**config.mk**
```make
export PLATFORM = sky130hd
export DESIGN_NAME = tim_image_stream_decoder_core
export DESIGN_NICKNAME = d
export VERILOG_FILES = /design/src/rtl/core/tisd_pkg.sv /design/src/rtl/core/tisd_parser.sv /design/src/rtl/core/tisd_res_buf.sv /design/src/rtl/core/tim_image_stream_decoder_core.sv
export SDC_FILE = /design/constraint.sdc
export NUM_CORES = 1
export LEC_CHECK = 0
export BUFFER_PORTS_ARGS = -buffer_cell sky130_fd_sc_hd__buf_2
export CAP_MARGIN = 10
export CORE_MARGIN = 2
export CORE_UTILIZATION = 44
export CTS_CLUSTER_SIZE = 12
export DETAILED_ROUTE_END_ITERATION = 16
export GPL_TIMING_DRIVEN = 1
export PLACE_DENSITY = 0.67
export SYNTH_ARGS = -nofsm -noshare
export SYNTH_HDL_FRONTEND = slang
export SYNTH_SLANG_ARGS = --single-unit
```
**constraint.sdc**
```tcl
create_clock -name clk -period 8.55 [get_ports clk]
set_input_delay 1.71 -clock clk [delete_from_list [all_inputs] [get_ports clk]]
set_output_delay 1.71 -clock clk [all_outputs]
set_load 0.1 [all_outputs]
```
**src/rtl/core/tisd_pkg.sv**
```systemverilog
// Shared types, codes and helpers of the TIM image stream decoder.
package tisd_pkg;

  localparam int unsigned MaxPalettes = 9;

  // Parser phase codes
  localparam logic [2:0] PH_TAG     = 3'd0;
  localparam logic [2:0] PH_PALHDR  = 3'd1;
  localparam logic [2:0] PH_PALDATA = 3'd2;
  localparam logic [2:0] PH_IMGHDR  = 3'd3;
  localparam logic [2:0] PH_PIXELS  = 3'd4;
  localparam logic [2:0] PH_IDLE    = 3'd5;

  // Result kinds
  localparam logic [2:0] KIND_COLOUR = 3'd0;
  localparam logic [2:0] KIND_INDEX  = 3'd1;
  localparam logic [2:0] KIND_DIRECT = 3'd2;
  localparam logic [2:0] KIND_BADTAG = 3'd3;
  localparam logic [2:0] KIND_BADPAL = 3'd4;

  // Image kinds
  localparam logic [1:0] FMT_16BIT = 2'd0;
  localparam logic [1:0] FMT_8BIT  = 2'd1;
  localparam logic [1:0] FMT_4BIT  = 2'd2;

  // Tag bytes
  localparam logic [7:0] TAG_MAGIC = 8'h10;
  localparam logic [7:0] TAG_4BIT  = 8'h08;
  localparam logic [7:0] TAG_8BIT  = 8'h09;
  localparam logic [7:0] TAG_16BIT = 8'h02;

  // Header byte positions
  localparam logic [3:0] HB_FORMAT = 4'd4;
  localparam logic [3:0] HB_TAGEND = 4'd7;
  localparam logic [3:0] HB_LO0    = 4'd8;
  localparam logic [3:0] HB_HI0    = 4'd9;
  localparam logic [3:0] HB_LO1    = 4'd10;
  localparam logic [3:0] HB_END    = 4'd11;

  typedef struct packed {
    logic [2:0] kind;
    logic [7:0] pixel_index;
    logic [4:0] red;
    logic [4:0] green;
    logic [4:0] blue;
    logic [7:0] alpha;
    logic [1:0] image_kind;
    logic       run_last;
    logic       image_done;
  } tisd_res_t;

  function automatic tisd_res_t mk_res(input logic [2:0]  kind,
                                       input logic [7:0]  idx,
                                       input logic [15:0] word,
                                       input logic        colour,
                                       input logic [1:0]  ik,
                                       input logic        done);
    tisd_res_t res;
    res.kind        = kind;
    res.pixel_index = idx;
    res.red         = colour ? word[15:11] : 5'd0;
    res.green       = colour ? word[10:6]  : 5'd0;
    res.blue        = colour ? word[5:1]   : 5'd0;
    res.alpha       = (colour && word[0]) ? 8'hff : 8'h00;
    res.image_kind  = ik;
    res.run_last    = 1'b0;
    res.image_done  = done;
    return res;
  endfunction

endpackage

```
**src/rtl/core/tisd_parser.sv**
```systemverilog
// Byte parser: header, palette and pixel state, up to two results per byte.
module tisd_parser (
  input  logic                clk,
  input  logic                rst_n,
  input  logic                adv,
  input  logic [7:0]          data_byte,
  input  logic                file_start,
  output logic [1:0]          res_cnt,
  output tisd_pkg::tisd_res_t res0,
  output tisd_pkg::tisd_res_t res1
);
  import tisd_pkg::*;

  logic [2:0]  phase_r, phase_nxt;
  logic [3:0]  hdr_cnt_r, hdr_cnt_nxt;
  logic [1:0]  fmt_r, fmt_nxt;
  logic [15:0] cpp_r, cpp_nxt;
  logic [3:0]  pal_tot_r, pal_tot_nxt;
  logic [3:0]  pal_cnt_r, pal_cnt_nxt;
  logic [15:0] col_cnt_r, col_cnt_nxt;
  logic [15:0] width_r, width_nxt;
  logic [15:0] height_r, height_nxt;
  logic [31:0] words_r, words_nxt;
  logic [7:0]  low_r, low_nxt;
  logic        parity_r, parity_nxt;
  logic        mismatch_r, mismatch_nxt;

  logic [15:0] word;
  logic        second;
  logic        last;

  // a new file always parses as a tag byte, so the held byte never needs clearing here
  assign word = {data_byte, low_r};

  always_comb begin
    // a new file clears everything before the byte is parsed
    phase_nxt    = file_start ? PH_TAG : phase_r;
    hdr_cnt_nxt  = file_start ? 4'd0   : hdr_cnt_r;
    fmt_nxt      = file_start ? 2'd0   : fmt_r;
    cpp_nxt      = file_start ? 16'd0  : cpp_r;
    pal_tot_nxt  = file_start ? 4'd0   : pal_tot_r;
    pal_cnt_nxt  = file_start ? 4'd0   : pal_cnt_r;
    col_cnt_nxt  = file_start ? 16'd0  : col_cnt_r;
    width_nxt    = file_start ? 16'd0  : width_r;
    height_nxt   = file_start ? 16'd0  : height_r;
    words_nxt    = file_start ? 32'd0  : words_r;
    low_nxt      = file_start ? 8'd0   : low_r;
    parity_nxt   = file_start ? 1'b0   : parity_r;
    mismatch_nxt = file_start ? 1'b0   : mismatch_r;
    second       = parity_nxt;
    last         = 1'b0;
    res_cnt      = 2'd0;
    res0         = mk_res(KIND_COLOUR, 8'd0, 16'd0, 1'b0, FMT_16BIT, 1'b0);
    res1         = res0;

    case (phase_nxt)
      PH_TAG: begin
        if (hdr_cnt_nxt == 4'd0) begin
          if (data_byte != TAG_MAGIC) mismatch_nxt = 1'b1;
        end else if (hdr_cnt_nxt == HB_FORMAT) begin
          if (data_byte == TAG_4BIT) fmt_nxt = FMT_4BIT;
          else if (data_byte == TAG_8BIT) fmt_nxt = FMT_8BIT;
          else if (data_byte == TAG_16BIT) fmt_nxt = FMT_16BIT;
          else mismatch_nxt = 1'b1;
        end else if (data_byte != 8'd0) begin
          mismatch_nxt = 1'b1;
        end
        if (hdr_cnt_nxt >= HB_TAGEND) begin
          hdr_cnt_nxt = 4'd0;
          if (mismatch_nxt) begin
            res0      = mk_res(KIND_BADTAG, 8'd0, 16'd0, 1'b0, FMT_16BIT, 1'b1);
            res_cnt   = 2'd1;
            phase_nxt = PH_IDLE;
          end else begin
            phase_nxt = (fmt_nxt == FMT_16BIT) ? PH_IMGHDR : PH_PALHDR;
          end
        end else begin
          hdr_cnt_nxt = hdr_cnt_nxt + 4'd1;
        end
      end
      PH_PALHDR: begin
        if (hdr_cnt_nxt >= HB_END) begin
          hdr_cnt_nxt = 4'd0;
          if (word == 16'd0 || word > 16'(MaxPalettes)) begin
            res0      = mk_res(KIND_BADPAL, 8'd0, 16'd0, 1'b0, fmt_nxt, 1'b1);
            res_cnt   = 2'd1;
            phase_nxt = PH_IDLE;
          end else begin
            pal_tot_nxt = word[3:0];
            pal_cnt_nxt = 4'd0;
            col_cnt_nxt = 16'd0;
            parity_nxt  = 1'b0;
            phase_nxt   = (cpp_nxt == 16'd0) ? PH_IMGHDR : PH_PALDATA;
          end
        end else begin
          if (hdr_cnt_nxt == HB_LO0 || hdr_cnt_nxt == HB_LO1) low_nxt = data_byte;
          else if (hdr_cnt_nxt == HB_HI0) cpp_nxt = word;
          hdr_cnt_nxt = hdr_cnt_nxt + 4'd1;
        end
      end
      PH_PALDATA: begin
        if (!second) begin
          low_nxt    = data_byte;
          parity_nxt = 1'b1;
        end else begin
          parity_nxt = 1'b0;
          if (pal_cnt_nxt == 4'd0) begin
            res0    = mk_res(KIND_COLOUR, 8'd0, word, 1'b1, fmt_nxt, 1'b0);
            res_cnt = 2'd1;
          end
          col_cnt_nxt = col_cnt_nxt + 16'd1;
          if (col_cnt_nxt >= cpp_nxt) begin
            col_cnt_nxt = 16'd0;
            pal_cnt_nxt = pal_cnt_nxt + 4'd1;
            if (pal_cnt_nxt >= pal_tot_nxt) begin
              phase_nxt   = PH_IMGHDR;
              hdr_cnt_nxt = 4'd0;
            end
          end
        end
      end
      PH_IMGHDR: begin
        if (hdr_cnt_nxt >= HB_END) begin
          height_nxt  = word;
          hdr_cnt_nxt = 4'd0;
          words_nxt   = 32'(width_nxt) * 32'(word);
          parity_nxt  = 1'b0;
          phase_nxt   = (width_nxt == 16'd0 || word == 16'd0) ? PH_IDLE : PH_PIXELS;
        end else begin
          if (hdr_cnt_nxt == HB_LO0 || hdr_cnt_nxt == HB_LO1) low_nxt = data_byte;
          else if (hdr_cnt_nxt == HB_HI0) width_nxt = word;
          hdr_cnt_nxt = hdr_cnt_nxt + 4'd1;
        end
      end
      PH_PIXELS: begin
        last = second && (words_nxt == 32'd1);
        if (fmt_nxt == FMT_8BIT) begin
          res0    = mk_res(KIND_INDEX, data_byte, 16'd0, 1'b0, FMT_8BIT, last);
          res_cnt = 2'd1;
        end else if (fmt_nxt == FMT_4BIT) begin
          // low nibble first
          res0    = mk_res(KIND_INDEX, {4'd0, data_byte[3:0]}, 16'd0, 1'b0, FMT_4BIT, 1'b0);
          res1    = mk_res(KIND_INDEX, {4'd0, data_byte[7:4]}, 16'd0, 1'b0, FMT_4BIT, last);
          res_cnt = 2'd2;
        end else if (second) begin
          res0    = mk_res(KIND_DIRECT, 8'd0, word, 1'b1, FMT_16BIT, last);
          res_cnt = 2'd1;
        end
        if (second) begin
          parity_nxt = 1'b0;
          words_nxt  = words_nxt - 32'd1;
          if (words_nxt == 32'd0) phase_nxt = PH_IDLE;
        end else begin
          low_nxt    = data_byte;
          parity_nxt = 1'b1;
        end
      end
      PH_IDLE: begin
        phase_nxt = PH_IDLE;
      end
      default: begin
        phase_nxt = PH_IDLE;
      end
    endcase
  end

  always_ff @(posedge clk) begin
    if (!rst_n) begin
      phase_r    <= PH_TAG;
      hdr_cnt_r  <= 4'd0;
      fmt_r      <= 2'd0;
      cpp_r      <= 16'd0;
      pal_tot_r  <= 4'd0;
      pal_cnt_r  <= 4'd0;
      col_cnt_r  <= 16'd0;
      width_r    <= 16'd0;
      height_r   <= 16'd0;
      words_r    <= 32'd0;
      low_r      <= 8'd0;
      parity_r   <= 1'b0;
      mismatch_r <= 1'b0;
    end else if (adv) begin
      phase_r    <= phase_nxt;
      hdr_cnt_r  <= hdr_cnt_nxt;
      fmt_r      <= fmt_nxt;
      cpp_r      <= cpp_nxt;
      pal_tot_r  <= pal_tot_nxt;
      pal_cnt_r  <= pal_cnt_nxt;
      col_cnt_r  <= col_cnt_nxt;
      width_r    <= width_nxt;
      height_r   <= height_nxt;
      words_r    <= words_nxt;
      low_r      <= low_nxt;
      parity_r   <= parity_nxt;
      mismatch_r <= mismatch_nxt;
    end
  end

  property p_pixels_need_words;
    @(posedge clk) disable iff (!rst_n)
      (phase_r == PH_PIXELS) |-> (words_r != 32'd0);
  endproperty
  a_pixels_need_words: assert property (p_pixels_need_words)
    else $error("pixel phase with no words left");

  property p_idle_holds;
    @(posedge clk) disable iff (!rst_n)
      (phase_r == PH_IDLE && adv && !file_start) |-> (res_cnt == 2'd0);
  endproperty
  a_idle_holds: assert property (p_idle_holds)
    else $error("result produced after end of file");

  property p_pair_only_4bit;
    @(posedge clk) disable iff (!rst_n)
      (res_cnt == 2'd2) |-> (res1.image_kind == FMT_4BIT);
  endproperty
  a_pair_only_4bit: assert property (p_pair_only_4bit)
    else $error("two results from a non 4-bit byte");

endmodule

```
**src/rtl/core/tisd_res_buf.sv**
```systemverilog
// Result register: holds up to two results of one byte and drains them beat by beat.
module tisd_res_buf (
  input  logic                clk,
  input  logic                rst_n,
  input  logic                ld,
  input  logic [1:0]          res_cnt,
  input  tisd_pkg::tisd_res_t res0,
  input  tisd_pkg::tisd_res_t res1,
  output logic                can_load,
  output logic                out_valid,
  input  logic                out_ready,
  output tisd_pkg::tisd_res_t out_res
);
  import tisd_pkg::*;

  logic      v0_r, v0_nxt;
  logic      v1_r, v1_nxt;
  tisd_res_t s0_r, s0_nxt;
  tisd_res_t s1_r, s1_nxt;
  logic      take;

  assign take      = v0_r && out_ready;
  // load only when the register is empty after this cycle
  assign can_load  = !v0_r || (out_ready && !v1_r);
  assign out_valid = v0_r;
  assign out_res   = s0_r;

  always_comb begin
    v0_nxt = v0_r;
    v1_nxt = v1_r;
    s0_nxt = s0_r;
    s1_nxt = s1_r;
    if (take) begin
      v0_nxt = v1_r;
      s0_nxt = s1_r;
      v1_nxt = 1'b0;
    end
    if (ld && res_cnt != 2'd0) begin
      v0_nxt          = 1'b1;
      s0_nxt          = res0;
      s0_nxt.run_last = (res_cnt == 2'd1);
      v1_nxt          = (res_cnt == 2'd2);
      s1_nxt          = res1;
      s1_nxt.run_last = 1'b1;
    end
  end

  always_ff @(posedge clk) begin
    if (!rst_n) begin
      v0_r <= 1'b0;
      v1_r <= 1'b0;
    end else begin
      v0_r <= v0_nxt;
      v1_r <= v1_nxt;
    end
  end

  always_ff @(posedge clk) begin
    s0_r <= s0_nxt;
    s1_r <= s1_nxt;
  end

  property p_order;
    @(posedge clk) disable iff (!rst_n) v1_r |-> v0_r;
  endproperty
  a_order: assert property (p_order)
    else $error("second slot full with first slot empty");

  property p_pair_last;
    @(posedge clk) disable iff (!rst_n) v1_r |-> (!s0_r.run_last && s1_r.run_last);
  endproperty
  a_pair_last: assert property (p_pair_last)
    else $error("run_last misplaced in a pair");

  property p_no_overwrite;
    @(posedge clk) disable iff (!rst_n)
      (ld && res_cnt != 2'd0) |-> (!v0_r || (out_ready && !v1_r));
  endproperty
  a_no_overwrite: assert property (p_no_overwrite)
    else $error("result loaded over an undelivered beat");

endmodule

```
**src/rtl/core/tim_image_stream_decoder_core.sv**
```systemverilog
// Top level of the TIM image stream decoder: input register, parser, result register.
//
//  channel | dir | tdata                              | tuser                      | tlast
//  in_     | in  | data_byte                          | file_start                 | -
//  out_    | out | pixel_index red green blue alpha   | kind image_kind            | run_last
//          |     | image_done                         |                            |
//
// One byte is taken per cycle while the result register can load; a 4-bit pixel byte
// holds the next byte back, since its two indices leave through the single result port
// one beat each. Each byte passes the input register, then the result register.
// rst_n clears the parser state and both valid stages; the next file starts at tag byte 0.
// With out_tready low the result register holds, and the input register absorbs one beat
// before in_tready drops.
module tim_image_stream_decoder_core (
  input  logic        clk,
  input  logic        rst_n,
  input  logic        in_tvalid,
  output logic        in_tready,
  input  logic [7:0]  in_tdata,   // [7:0] data_byte
  input  logic [0:0]  in_tuser,   // [0] file_start
  output logic        out_tvalid,
  input  logic        out_tready,
  output logic [31:0] out_tdata,  // [7:0] pixel_index, [12:8] red, [17:13] green,
                                  // [22:18] blue, [30:23] alpha, [31] image_done
  output logic [4:0]  out_tuser,  // [2:0] kind, [4:3] image_kind
  output logic        out_tlast   // run_last
);
  import tisd_pkg::*;

  logic       in_valid_r;
  logic [7:0] in_byte_r;
  logic       in_start_r;
  logic       can_load;
  logic       adv;
  logic [1:0] res_cnt;
  tisd_res_t  res0;
  tisd_res_t  res1;
  tisd_res_t  out_res;

  assign adv       = in_valid_r && can_load;
  assign in_tready = !in_valid_r || adv;

  always_ff @(posedge clk) begin
    if (!rst_n) begin
      in_valid_r <= 1'b0;
    end else if (in_tvalid && in_tready) begin
      in_valid_r <= 1'b1;
    end else if (adv) begin
      in_valid_r <= 1'b0;
    end
  end

  always_ff @(posedge clk) begin
    if (in_tvalid && in_tready) begin
      in_byte_r  <= in_tdata;
      in_start_r <= in_tuser[0];
    end
  end

  tisd_parser u_parser (
    .clk        (clk),
    .rst_n      (rst_n),
    .adv        (adv),
    .data_byte  (in_byte_r),
    .file_start (in_start_r),
    .res_cnt    (res_cnt),
    .res0       (res0),
    .res1       (res1)
  );

  tisd_res_buf u_res_buf (
    .clk       (clk),
    .rst_n     (rst_n),
    .ld        (adv),
    .res_cnt   (res_cnt),
    .res0      (res0),
    .res1      (res1),
    .can_load  (can_load),
    .out_valid (out_tvalid),
    .out_ready (out_tready),
    .out_res   (out_res)
  );

  assign out_tdata = {out_res.image_done, out_res.alpha, out_res.blue, out_res.green,
                      out_res.red, out_res.pixel_index};
  assign out_tuser = {out_res.image_kind, out_res.kind};
  assign out_tlast = out_res.run_last;

endmodule
```
## Word level (Yosys, flattened, before mapping)

Cells that the tools add are included.

| storage, ports and cells | value |
|---|---|
| bits in registers | 194 |
| input port bits | 13 |
| output and inout port bits | 40 |
| logic and storage cells | 205 |

| operators by class | value |
|---|---|
| add/subtract/negate cells | 4 |
| $mul | 1 |
| magnitude comparators | 5 |
| equality and inequality tests | 17 |
| muxes and demuxes | 111 |
| bitwise gates (word level) | 2 |
| reductions and logical operators | 30 |

Operators with widths:

| operator | count |
|---|---|
| $mux W38 | 8 |
| $mux W16 | 15 |
| $pmux W38 S4 | 1 |
| $mux W32 | 3 |
| $mux W37 | 2 |
| $pmux W32 S2 | 1 |
| $mux W4 | 15 |
| $logic_not A16 Y1 | 3 |
| $mux W8 | 5 |
| $mux W36 | 1 |
| $mux W3 | 11 |
| $eq A32 B1 Y1 const B | 1 |
| $logic_not A32 Y1 | 1 |
| $mul A16 B16 Y32 | 1 |
| $pmux W16 S2 | 1 |
| $sub A32 B1 Y32 const B | 1 |
| $mux W2 | 14 |
| $mux W1 | 27 |
| $mux W27 | 1 |
| $add A16 B1 Y16 const B | 1 |
| $eq A8 B4 Y1 const B | 2 |
| $ge A16 B16 Y1 | 1 |
| $gt A16 B4 Y1 const B | 1 |
| $pmux W8 S2 | 1 |
| other kinds (29) | 52 |

## Longest topological paths before layout

Gate-level depths: netlist (run 1).

| depth | value |
|---|---|
| depth after elaboration | 13 |
| mapped depth | 29 |
| mapped depth without buffers | 22 |

## Hierarchy

Synthesis (run 1) repeated with hierarchy kept, for this count alone.

| second synthesis, totals | value |
|---|---|
| cell total of the unflattened synthesis | 2180 |
| area total of the unflattened synthesis | 19417.4 um^2 |

Modules (own cells, without submodules):

| module | instances | cells an instance | area an instance (um^2) | sequential area each (um^2) |
|---|---|---|---|---|
| tisd_parser | 1 | 2035 | 16125.5 | 2142.1 |
| tisd_res_buf | 1 | 130 | 2956.6 | 2292.2 |
| tim_image_stream_decoder_core | 1 | 15 | 335.3 | 290.3 |

## Worst setup path after synthesis (run 1)

No wires, ideal clock.

| timing | value |
|---|---|
| path type | reg2reg |
| from | register in_start_r |
| to | register u_parser.words_r[18] |
| library setup time | 71 ps |
| data arrival time | 7242 ps |
| required time | 8479 ps |
| slack | 1237 ps |
| stages on the path, launching flop included | 27 |
| path buffers | 6 |
| clock period less this slack | 7313 ps |
| cell sequence | edfxtp_1 -> clkbuf_8 -> clkbuf_1 -> buf_2 -> clkbuf_1 -> clkbuf_1 -> nor2b_1 -> clkbuf_1 -> nand2_1 -> fa_1 -> fa_1 -> fa_1 -> inv_1 -> fa_1 -> fa_1 -> inv_1 -> fa_1 -> inv_1 -> ha_1 -> a21oi_1 -> o21ai_0 -> a2111oi_0 -> o31ai_1 -> xnor2_1 -> o221ai_1 -> o21ai_0 -> a21oi_1 |

| on the way | value |
|---|---|
| longest elaborated chain between the ends | 4 |
| elaborated cells on any way between the ends | 13 |
| classes of those cells | add/sub: 1; mul: 1; order compare: 1; eq/ne: 2; mux: 8 |

Ends and longest elaborated chain:

| item | line | RTL |
|---|---|---|
| start: declaration | tim_image_stream_decoder_core.sv:32 | `logic in_start_r;` |
| start signal: assignment | tim_image_stream_decoder_core.sv:56 | `in_start_r <= in_tuser[0];` |
| $mux W16 (tied with other cells) | tisd_parser.sv:44 | `width_nxt = file_start ? 16'd0 : width_r;` |
| $mul A16 B16 Y32 (tied with other cells) | tisd_parser.sv:126 | `words_nxt = 32'(width_nxt) * 32'(word);` |
| $mux W32, on equally long branches | tisd_parser.sv:123, tisd_parser.sv:149 |  |
| $pmux W32 S2 * | tisd_parser.sv:56 | `case (phase_nxt)` |
| end signal: assignment | tisd_parser.sv:192 | `words_r <= words_nxt;` |
| end: declaration | tisd_parser.sv:23 | `logic [31:0] words_r, words_nxt;` |

Mark *: on every way between the ends. The rest lies on a longest branch, timed or not.
A chain may end at the register's enable or synchronous reset.

## Worst setup path in the final report (run 1)

| timing | value |
|---|---|
| from | register in_start_r |
| to | register u_parser.words_r[30] |

Same word-level chain as after synthesis.

==> qor.csv, run 1 <==
metric,value,unit
status,"finished, final reports clean",
p_leak,8.64,nW
antenna_found_initial,1,
fillers,3914,
die_y,208,µm
cts_tree,yes,
core_area,40900,µm²
drc,0,
viasPerCell,6.00,
clockRootBuffer,clkbuf_16,
io_buffers,52,
grt_pass1_vias,16359,
numClockSinks,156,
yosysSeqAreaShare,19.6,%
synth-edff-count,46,
drtIter0Drc,1533,
max_slew_margin,25.6,%
clock_path_buffers,2,
routed_wl,54.1,mm
period_share,84.3,%
worst_setup_path_end_kind,register,
rows,74,
fin_area,19600,µm²
wire_per_inst,19.8,µm
cp.arrival,7.60,ns
syn_inst,2203,
ios,53,
syn2layout_area_growth,7.13,%
diodes,0,
ir_drop,0.160,mV
final_hold_viol_count,0,
cts_resized,0,
synth_cell_type_count,81,
grt_start_max_net_pins,51,
grt_pass1_wl,88.8,mm
cts_hold_buffers,0,
syn_area_per_cell,8.30,µm²
stdcell_count,2727,
die-area,43200,µm²
overflow,0,
hold_ws,0.467,ns
hp-class,register to register,
dpl.hpwl,40.1,mm
clkTransAtPathRegs,0.07,ns
synthArstFlopShare,0,%
worstMarginPinSlew,1.12,ns
dp.cells,2693,
synthesis.area,18300,µm²
max-cap-violations,0,
clock_latency,0.45,ns
powerDensity,88.6,nW/µm²
skew,0.0155,ns
synthFlopType,dfxtp_1,
cp-start-kind,register,
dpl_cell_area,19000,µm²
drv_slew,0,
fmax,139,MHz
dr.pass1.iters,6,
crit_type,register to register,
rsz0062_at_grt,false,
die_x,208,µm
cp_max_fo,16,
grt_usage,25.5,%
ys_warn_count,0,
tns,0,ns
min_period,7.20,ns
ys_seq_elements,156,
cts-htree-levels,4,
finalPower,1.74,mW
start_util,44.7,%
syn-num-nets,2546,
post-cts-setup-buffers,0,
numCtsBuffers,17,
num_vias,16354,
drive_gt1_share,7.70,%
gp_congestion,0.925,
postRouteAntennaNets,0,
finalSetupViolCount,0,
final_nets,2525,
worstPathRequired,8.94,ns
## sequential cells by signal, summed over array words and instances, names as in the netlist
name and count:
u_parser.words_r 32, u_res_buf.out_res 31, u_parser.col_cnt_r 16, u_parser.cpp_r 16, u_parser.width_r 16, in_byte_r 8
u_parser.low_r 8, u_res_buf.s1_r 6, u_parser.hdr_cnt_r 4, u_parser.pal_cnt_r 4, u_parser.pal_tot_r 4, u_parser.phase_r 3
u_parser.fmt_r 2, in_start_r 1, in_valid_r 1, u_parser.mismatch_r 1, u_parser.parity_r 1, u_res_buf.out_valid 1
u_res_buf.v1_r 1
## cell families (layout without fill, tap and decap cells)
| kind of cell | count (synthesis) | count (layout) | synth area share, % |
|---|---|---|---|
| simple gates | 819 | 819 | 22.6 |
| compound gates | 435 | 435 | 15.5 |
| buf+inv | 401 | 393 | 8.72 |
| fa+ha+maj | 330 | 330 | 30.5 |
| flops | 156 | 156 | 19.6 |
| xor+xnor | 46 | 46 | 2.20 |
| mux | 16 | 16 | 0.889 |
## worst paths after layout
path / from / end / slack [ns] / depth (start not counted)
worst min register to register: u_parser.fmt_r[1] / u_parser.fmt_r[1] / 0.47 / 2
worst max register to register: in_start_r / u_parser.words_r[30] / 1.35 / 22
worst max-delay path: in_start_r / u_parser.words_r[30] / 1.35 / 22
worst min-delay path: u_parser.fmt_r[1] / u_parser.fmt_r[1] / 0.47 / 2
## synth_stat cells (11+ instances only)
| library cell | instances | area [µm²] |
|---|---|---|
| nand2_1 | 284 | 1070 |
| inv_1 | 258 | 968 |
| fa_1 | 194 | 3880 |
| and2_1 | 143 | 895 |
| nor2_1 | 141 | 529 |
| ha_1 | 136 | 1700 |
| clkbuf_1 | 120 | 450 |
| dfxtp_1 | 110 | 2200 |
| a21oi_1 | 105 | 526 |
| o21ai_0 | 89 | 445 |
| a22oi_1 | 58 | 435 |
| edfxtp_1 | 46 | 1380 |
| nand3_1 | 38 | 190 |
| nor2b_1 | 37 | 231 |
| xnor2_1 | 35 | 307 |
| nor3_1 | 32 | 160 |
| nand4_1 | 29 | 181 |
| a31oi_1 | 25 | 156 |
| nor4_1 | 24 | 150 |
| a21o_1 | 21 | 158 |
| o31ai_1 | 17 | 128 |
| nand2b_1 | 15 | 93.8 |
| mux2i_1 | 14 | 140 |
| o211ai_1 | 13 | 97.6 |
| or4_1 | 12 | 90.1 |
| o22ai_1 | 11 | 68.8 |
| xor2_1 | 11 | 96.3 |
## final cells by class
class / count / area (µm²) / share of cell area, %
multi-input combinational: 1646 / 13100 / 67.0
clock buffer: 19 / 453 / 2.31
timing repair buffer: 103 / 667 / 3.40
sequential: 156 / 3580 / 18.3
tap: 532 / 666 / 3.40
inverter: 258 / 968 / 4.94
clock inverter: 13 / 129 / 0.658
## cells in the final DEF (no fill, tap or decap), types with 11 or more instances in the layout
| master | synthesis | final |
|---|---|---|
| nand3_1 | 38 | 38 |
| o31ai_1 | 17 | 17 |
| ha_1 | 136 | 136 |
| clkbuf_16 | 0 | 17 |
| dfxtp_1 | 110 | 110 |
| a21oi_1 | 105 | 105 |
| nor4_1 | 24 | 24 |
| buf_4 | 8 | 49 |
| nand2_1 | 284 | 284 |
| o22ai_1 | 11 | 11 |
| inv_1 | 258 | 256 |
| o21ai_0 | 89 | 89 |
| a22oi_1 | 58 | 58 |
| o211ai_1 | 13 | 13 |
| buf_2 | 4 | 52 |
| nor2b_1 | 37 | 37 |
| nand2b_1 | 15 | 15 |
| a21o_1 | 21 | 21 |
| xor2_1 | 11 | 11 |
| a31oi_1 | 25 | 25 |
| edfxtp_1 | 46 | 46 |
| or4_1 | 12 | 12 |
| nor3_1 | 32 | 32 |
| and2_1 | 143 | 143 |
| mux2i_1 | 14 | 14 |
| nor2_1 | 141 | 141 |
| fa_1 | 194 | 194 |
| nand4_1 | 29 | 29 |
| xnor2_1 | 35 | 35 |
## through the flow
stage,util (%),setup WS [ns]
global route,47.9,0.922
finish,47.9,1.35
global placement,46.4,1.62
detailed placement,46.4,1.47
CTS,47.8,1.41
floorplan,-,1.24
## per-layer routing
metal | routed length (µm) | GRT usage, % | part of all wire [%] | vias to the layer above
met5 | 0 | 0 | 0 | -
met4 | 1970 | 10.8 | 3.6 | 0
met3 | 4520 | 4.26 | 8.4 | 138
met2 | 24900 | 40.8 | 46 | 803
met1 | 22700 | 34.1 | 42 | 8038
li1 | - | - | - | 7375
## worst max-delay path, stage by stage (launching register included)
cell and delay (ns):
edfxtp_1 0.61, nor2b_1 0.59, buf_4 0.27, and2_1 0.14, fa_1 0.42, inv_1 0.11
fa_1 0.44, fa_1 0.50, fa_1 0.54, inv_1 0.05, fa_1 0.47, inv_1 0.05
fa_1 0.48, inv_1 0.06, ha_1 0.42, nand4_1 0.14, a21oi_1 0.16, a21oi_1 0.16
o41ai_1 0.79, nand2_1 0.16, a211o_1 0.29, a32oi_1 0.18, a31o_2 0.12
## power by group
| part | internal, mW | leakage [nW] | switching (mW) |
|---|---|---|---|
| Clock | 0.424 | 0.283 | 0.353 |
| Combinational | 0.0468 | 7.06 | 0.120 |
| Sequential | 0.766 | 1.30 | 0.0267 |
No activity file was read; power rests on OpenSTA's default activity.
==> inputs of run 2 (changes only) <==
- clock period: 8.55 -> 6.8 ns (I/O delays scaled with it)
==> run 2 against run 1 <==
  * Wire length down 1.0%
  * Clock skew down 0.0054 ns
  * Via count fell by 0.81%
  * Non-clock buffer count grew 17
  * Core utilization grew 0.42 points
  * Worst setup slack lost 1.1 ns
  * Global-route usage decreased by 0.25 points
  * Critical path type unchanged
  * Largest cell class unchanged
==> qor.csv, run 2 (same netlist as run 1, synthesis figures left out) <==
metric,value,unit,change
final_cell_mix,"nand2_1, inv_1, fa_1",,
largest_reg_flops,32,,unchanged
clock_path_buffers,2,,unchanged
io_buffers,52,,unchanged
multi_input_area,13200,µm²,+0.66%
viasPerCell,5.91,,-1.4%
grt_usage,25.2,%,-0.25 points
cp-start-kind,register,,
slowest_stage,fa_1,,
cp_slowest_stage_delay,0.57,ns,-0.22 ns
diodes,0,,unchanged
swShare,29.9,%,+1.1 points
max_slew_margin,28.9,%,+3.3 points
dpl.hpwl,40.8,mm,+1.7%
rrSetupSlack,0.28,ns,-1.07 ns
cp.arrival,6.93,ns,-0.67 ns
start_util,44.7,%,unchanged
drtIter0Drc,1469,,-4.2%
worstMarginPinSlew,1.07,ns,-0.0511 ns
cp_max_fo,16,,unchanged
ios,53,,unchanged
dpl_cell_area,19100,µm²,+0.73%
syn2layout_area_growth,8.06,%,
timing.critical_path.mode_cell,fa_1,,
dr.pass1.iters,6,,unchanged
stdcell_count,2744,,+0.62%
skew,0.0102,ns,-0.00537 ns
crit_chain,"buf_4, nor2b_1, buf_4, nand2_1, fa_1, fa_1, fa_1, fa_1, inv_1, fa_1, inv_1, fa_1, inv_1, ha_1, nand4_1, a21oi_1, a21oi_2, o41ai_2, nand2_1, a211o_1, a32oi_1, a31o_2",,
worstPathRequired,7.21,ns,-1.73 ns
max-cap-violations,0,,unchanged
numCtsBuffers,17,,unchanged
clkTransAtPathRegs,0.07,ns,about the same
cts_tree,yes,,
final_common_cell,nand2_1,,
grt_start_max_net_pins,60,,+18%
grt_pass1_vias,16249,,-0.67%
rr_startpoint,in_start_r,,
combPwrFrac,9.8,%,+0.2 points
gp_congestion,0.903,,-2.4%
drc,0,,unchanged
p_leak,8.73,nW,+1.0%
grt_pass1_wl,87.8,mm,-1.2%
cp_top_family,adder cells,,
rows,74,,unchanged
p_clk_share,43.7,%,-1.0 points
die_x,208,µm,unchanged
overflow,0,,unchanged
p_sw,0.641,mW,+28%
crit_type,register to register,,
fmax,153,MHz,+10%
finalSetupViolCount,0,,unchanged
dp_slack,0.164,ns,-1.30 ns
rsz0062_at_grt,true,,
tns,0,ns,unchanged
die_y,208,µm,unchanged
critPathLaunch,in_start_r,,
final_hold_viol_count,0,,unchanged
antenna_found_initial,1,,unchanged
fillers,3966,,+1.3%
cts-htree-levels,4,,unchanged
final_nets,2542,,+0.67%
hp-class,register to register,,
drive_gt1_share,9.18,%,+1.5 points
post-route-util,48.3,%,+0.42 points
period_share,95.9,%,+12 points
regMostFlops,u_parser.words_r,,
numClockSinks,156,,unchanged
dp.cells,2708,,+0.56%
num_vias,16221,,-0.81%
powerDensity,109,nW/µm²,+23%
die-area,43200,µm²,unchanged
clock_latency,0.46,ns,about the same
fin_area,19800,µm²,+0.87%
hold_start,u_parser.fmt_r[1],,
worst_slack,0.276,ns,-1.07 ns
core_area,40900,µm²,unchanged
wire_per_inst,19.5,µm,-1.6%
clockRootBuffer,clkbuf_16,,
intPower,1.51,mW,+22%
routed_wl,53.5,mm,-1.0%
worst_setup_path_end_kind,register,,
status,"finished, final reports clean",,
seqCellArea,3580,µm²,unchanged
postRouteAntennaNets,0,,unchanged
ir_drop,0.165,mV,+3.4%
seq_power_share,46.4,%,+0.7 points
min_period,6.52,ns,-0.681 ns
critPathBufInv,5,,unchanged
drv_slew,0,,unchanged
run 2: timing repair:
action | 4_1_cts | 5_1_grt
setup buffers | 0 | 4
endpoints found under the setup margin | 0 | 12
hold buffers | 0 | 0
resized for setup | 0 | 17
run 2: stage by stage:
| stage | total power [mW] | hold slack [ns] |
|---|---|---|
| 6_report | 2.15 | 0.468 |
| 5_1_grt | 2.21 | 0.495 |
| 4_1_cts | 2.15 | 0.464 |
| 3_5_place_dp | 1.22 | 0.453 |
| 3_3_place_gp | 1.22 | 0.445 |
| 2_1_floorplan | 1.14 | 0.437 |
run 2: final cells by class:
class | instances | area share [%]
Tap cell | 532 | 3.37
Multi-Input combinational cell | 1646 | 66.9
Clock inverter | 14 | 0.633
Timing Repair Buffer | 120 | 3.94
Sequential cell | 156 | 18.1
Inverter | 258 | 4.90
Clock buffer | 18 | 2.17
run 2: worst reg2reg max path: stages (launching register included):
cell and delay [ns]:
edfxtp_1 0.47, buf_4 0.23, nor2b_1 0.12, buf_4 0.23, nand2_1 0.12, fa_1 0.55
fa_1 0.57, fa_1 0.45, fa_1 0.54, inv_1 0.05, fa_1 0.50, inv_1 0.06
fa_1 0.49, inv_1 0.05, ha_1 0.38, nand4_1 0.11, a21oi_1 0.21, a21oi_2 0.13
o41ai_2 0.47, nand2_1 0.15, a211o_1 0.28, a32oi_1 0.19, a31o_2 0.12
run 2: final timing paths:
check / end / cells after the start
worst min register to register: u_parser.fmt_r[1] / 2
worst max register to register: u_parser.words_r[30] / 22
worst min-delay path: u_parser.fmt_r[1] / 2
worst max-delay path: u_parser.words_r[30] / 22
run 2: layer usage:
metal	track usage [%]	vias to the layer above	wire, µm
li1	-	7412	-
met2	41.8	726	25500
met1	33.2	7978	22300
met4	8.51	0	1530
met3	4.59	105	4210
met5	0	-	0
run 2: power by group through the flow:
stage,clock network [mW],logic [mW],registers [mW]
after floorplan,0,0.151,0.993
after global placement,0,0.203,1.01
after detailed placement,0,0.205,1.02
after CTS,0.948,0.206,0.995
after global routing,0.988,0.226,0.998
final,0.939,0.211,0.996
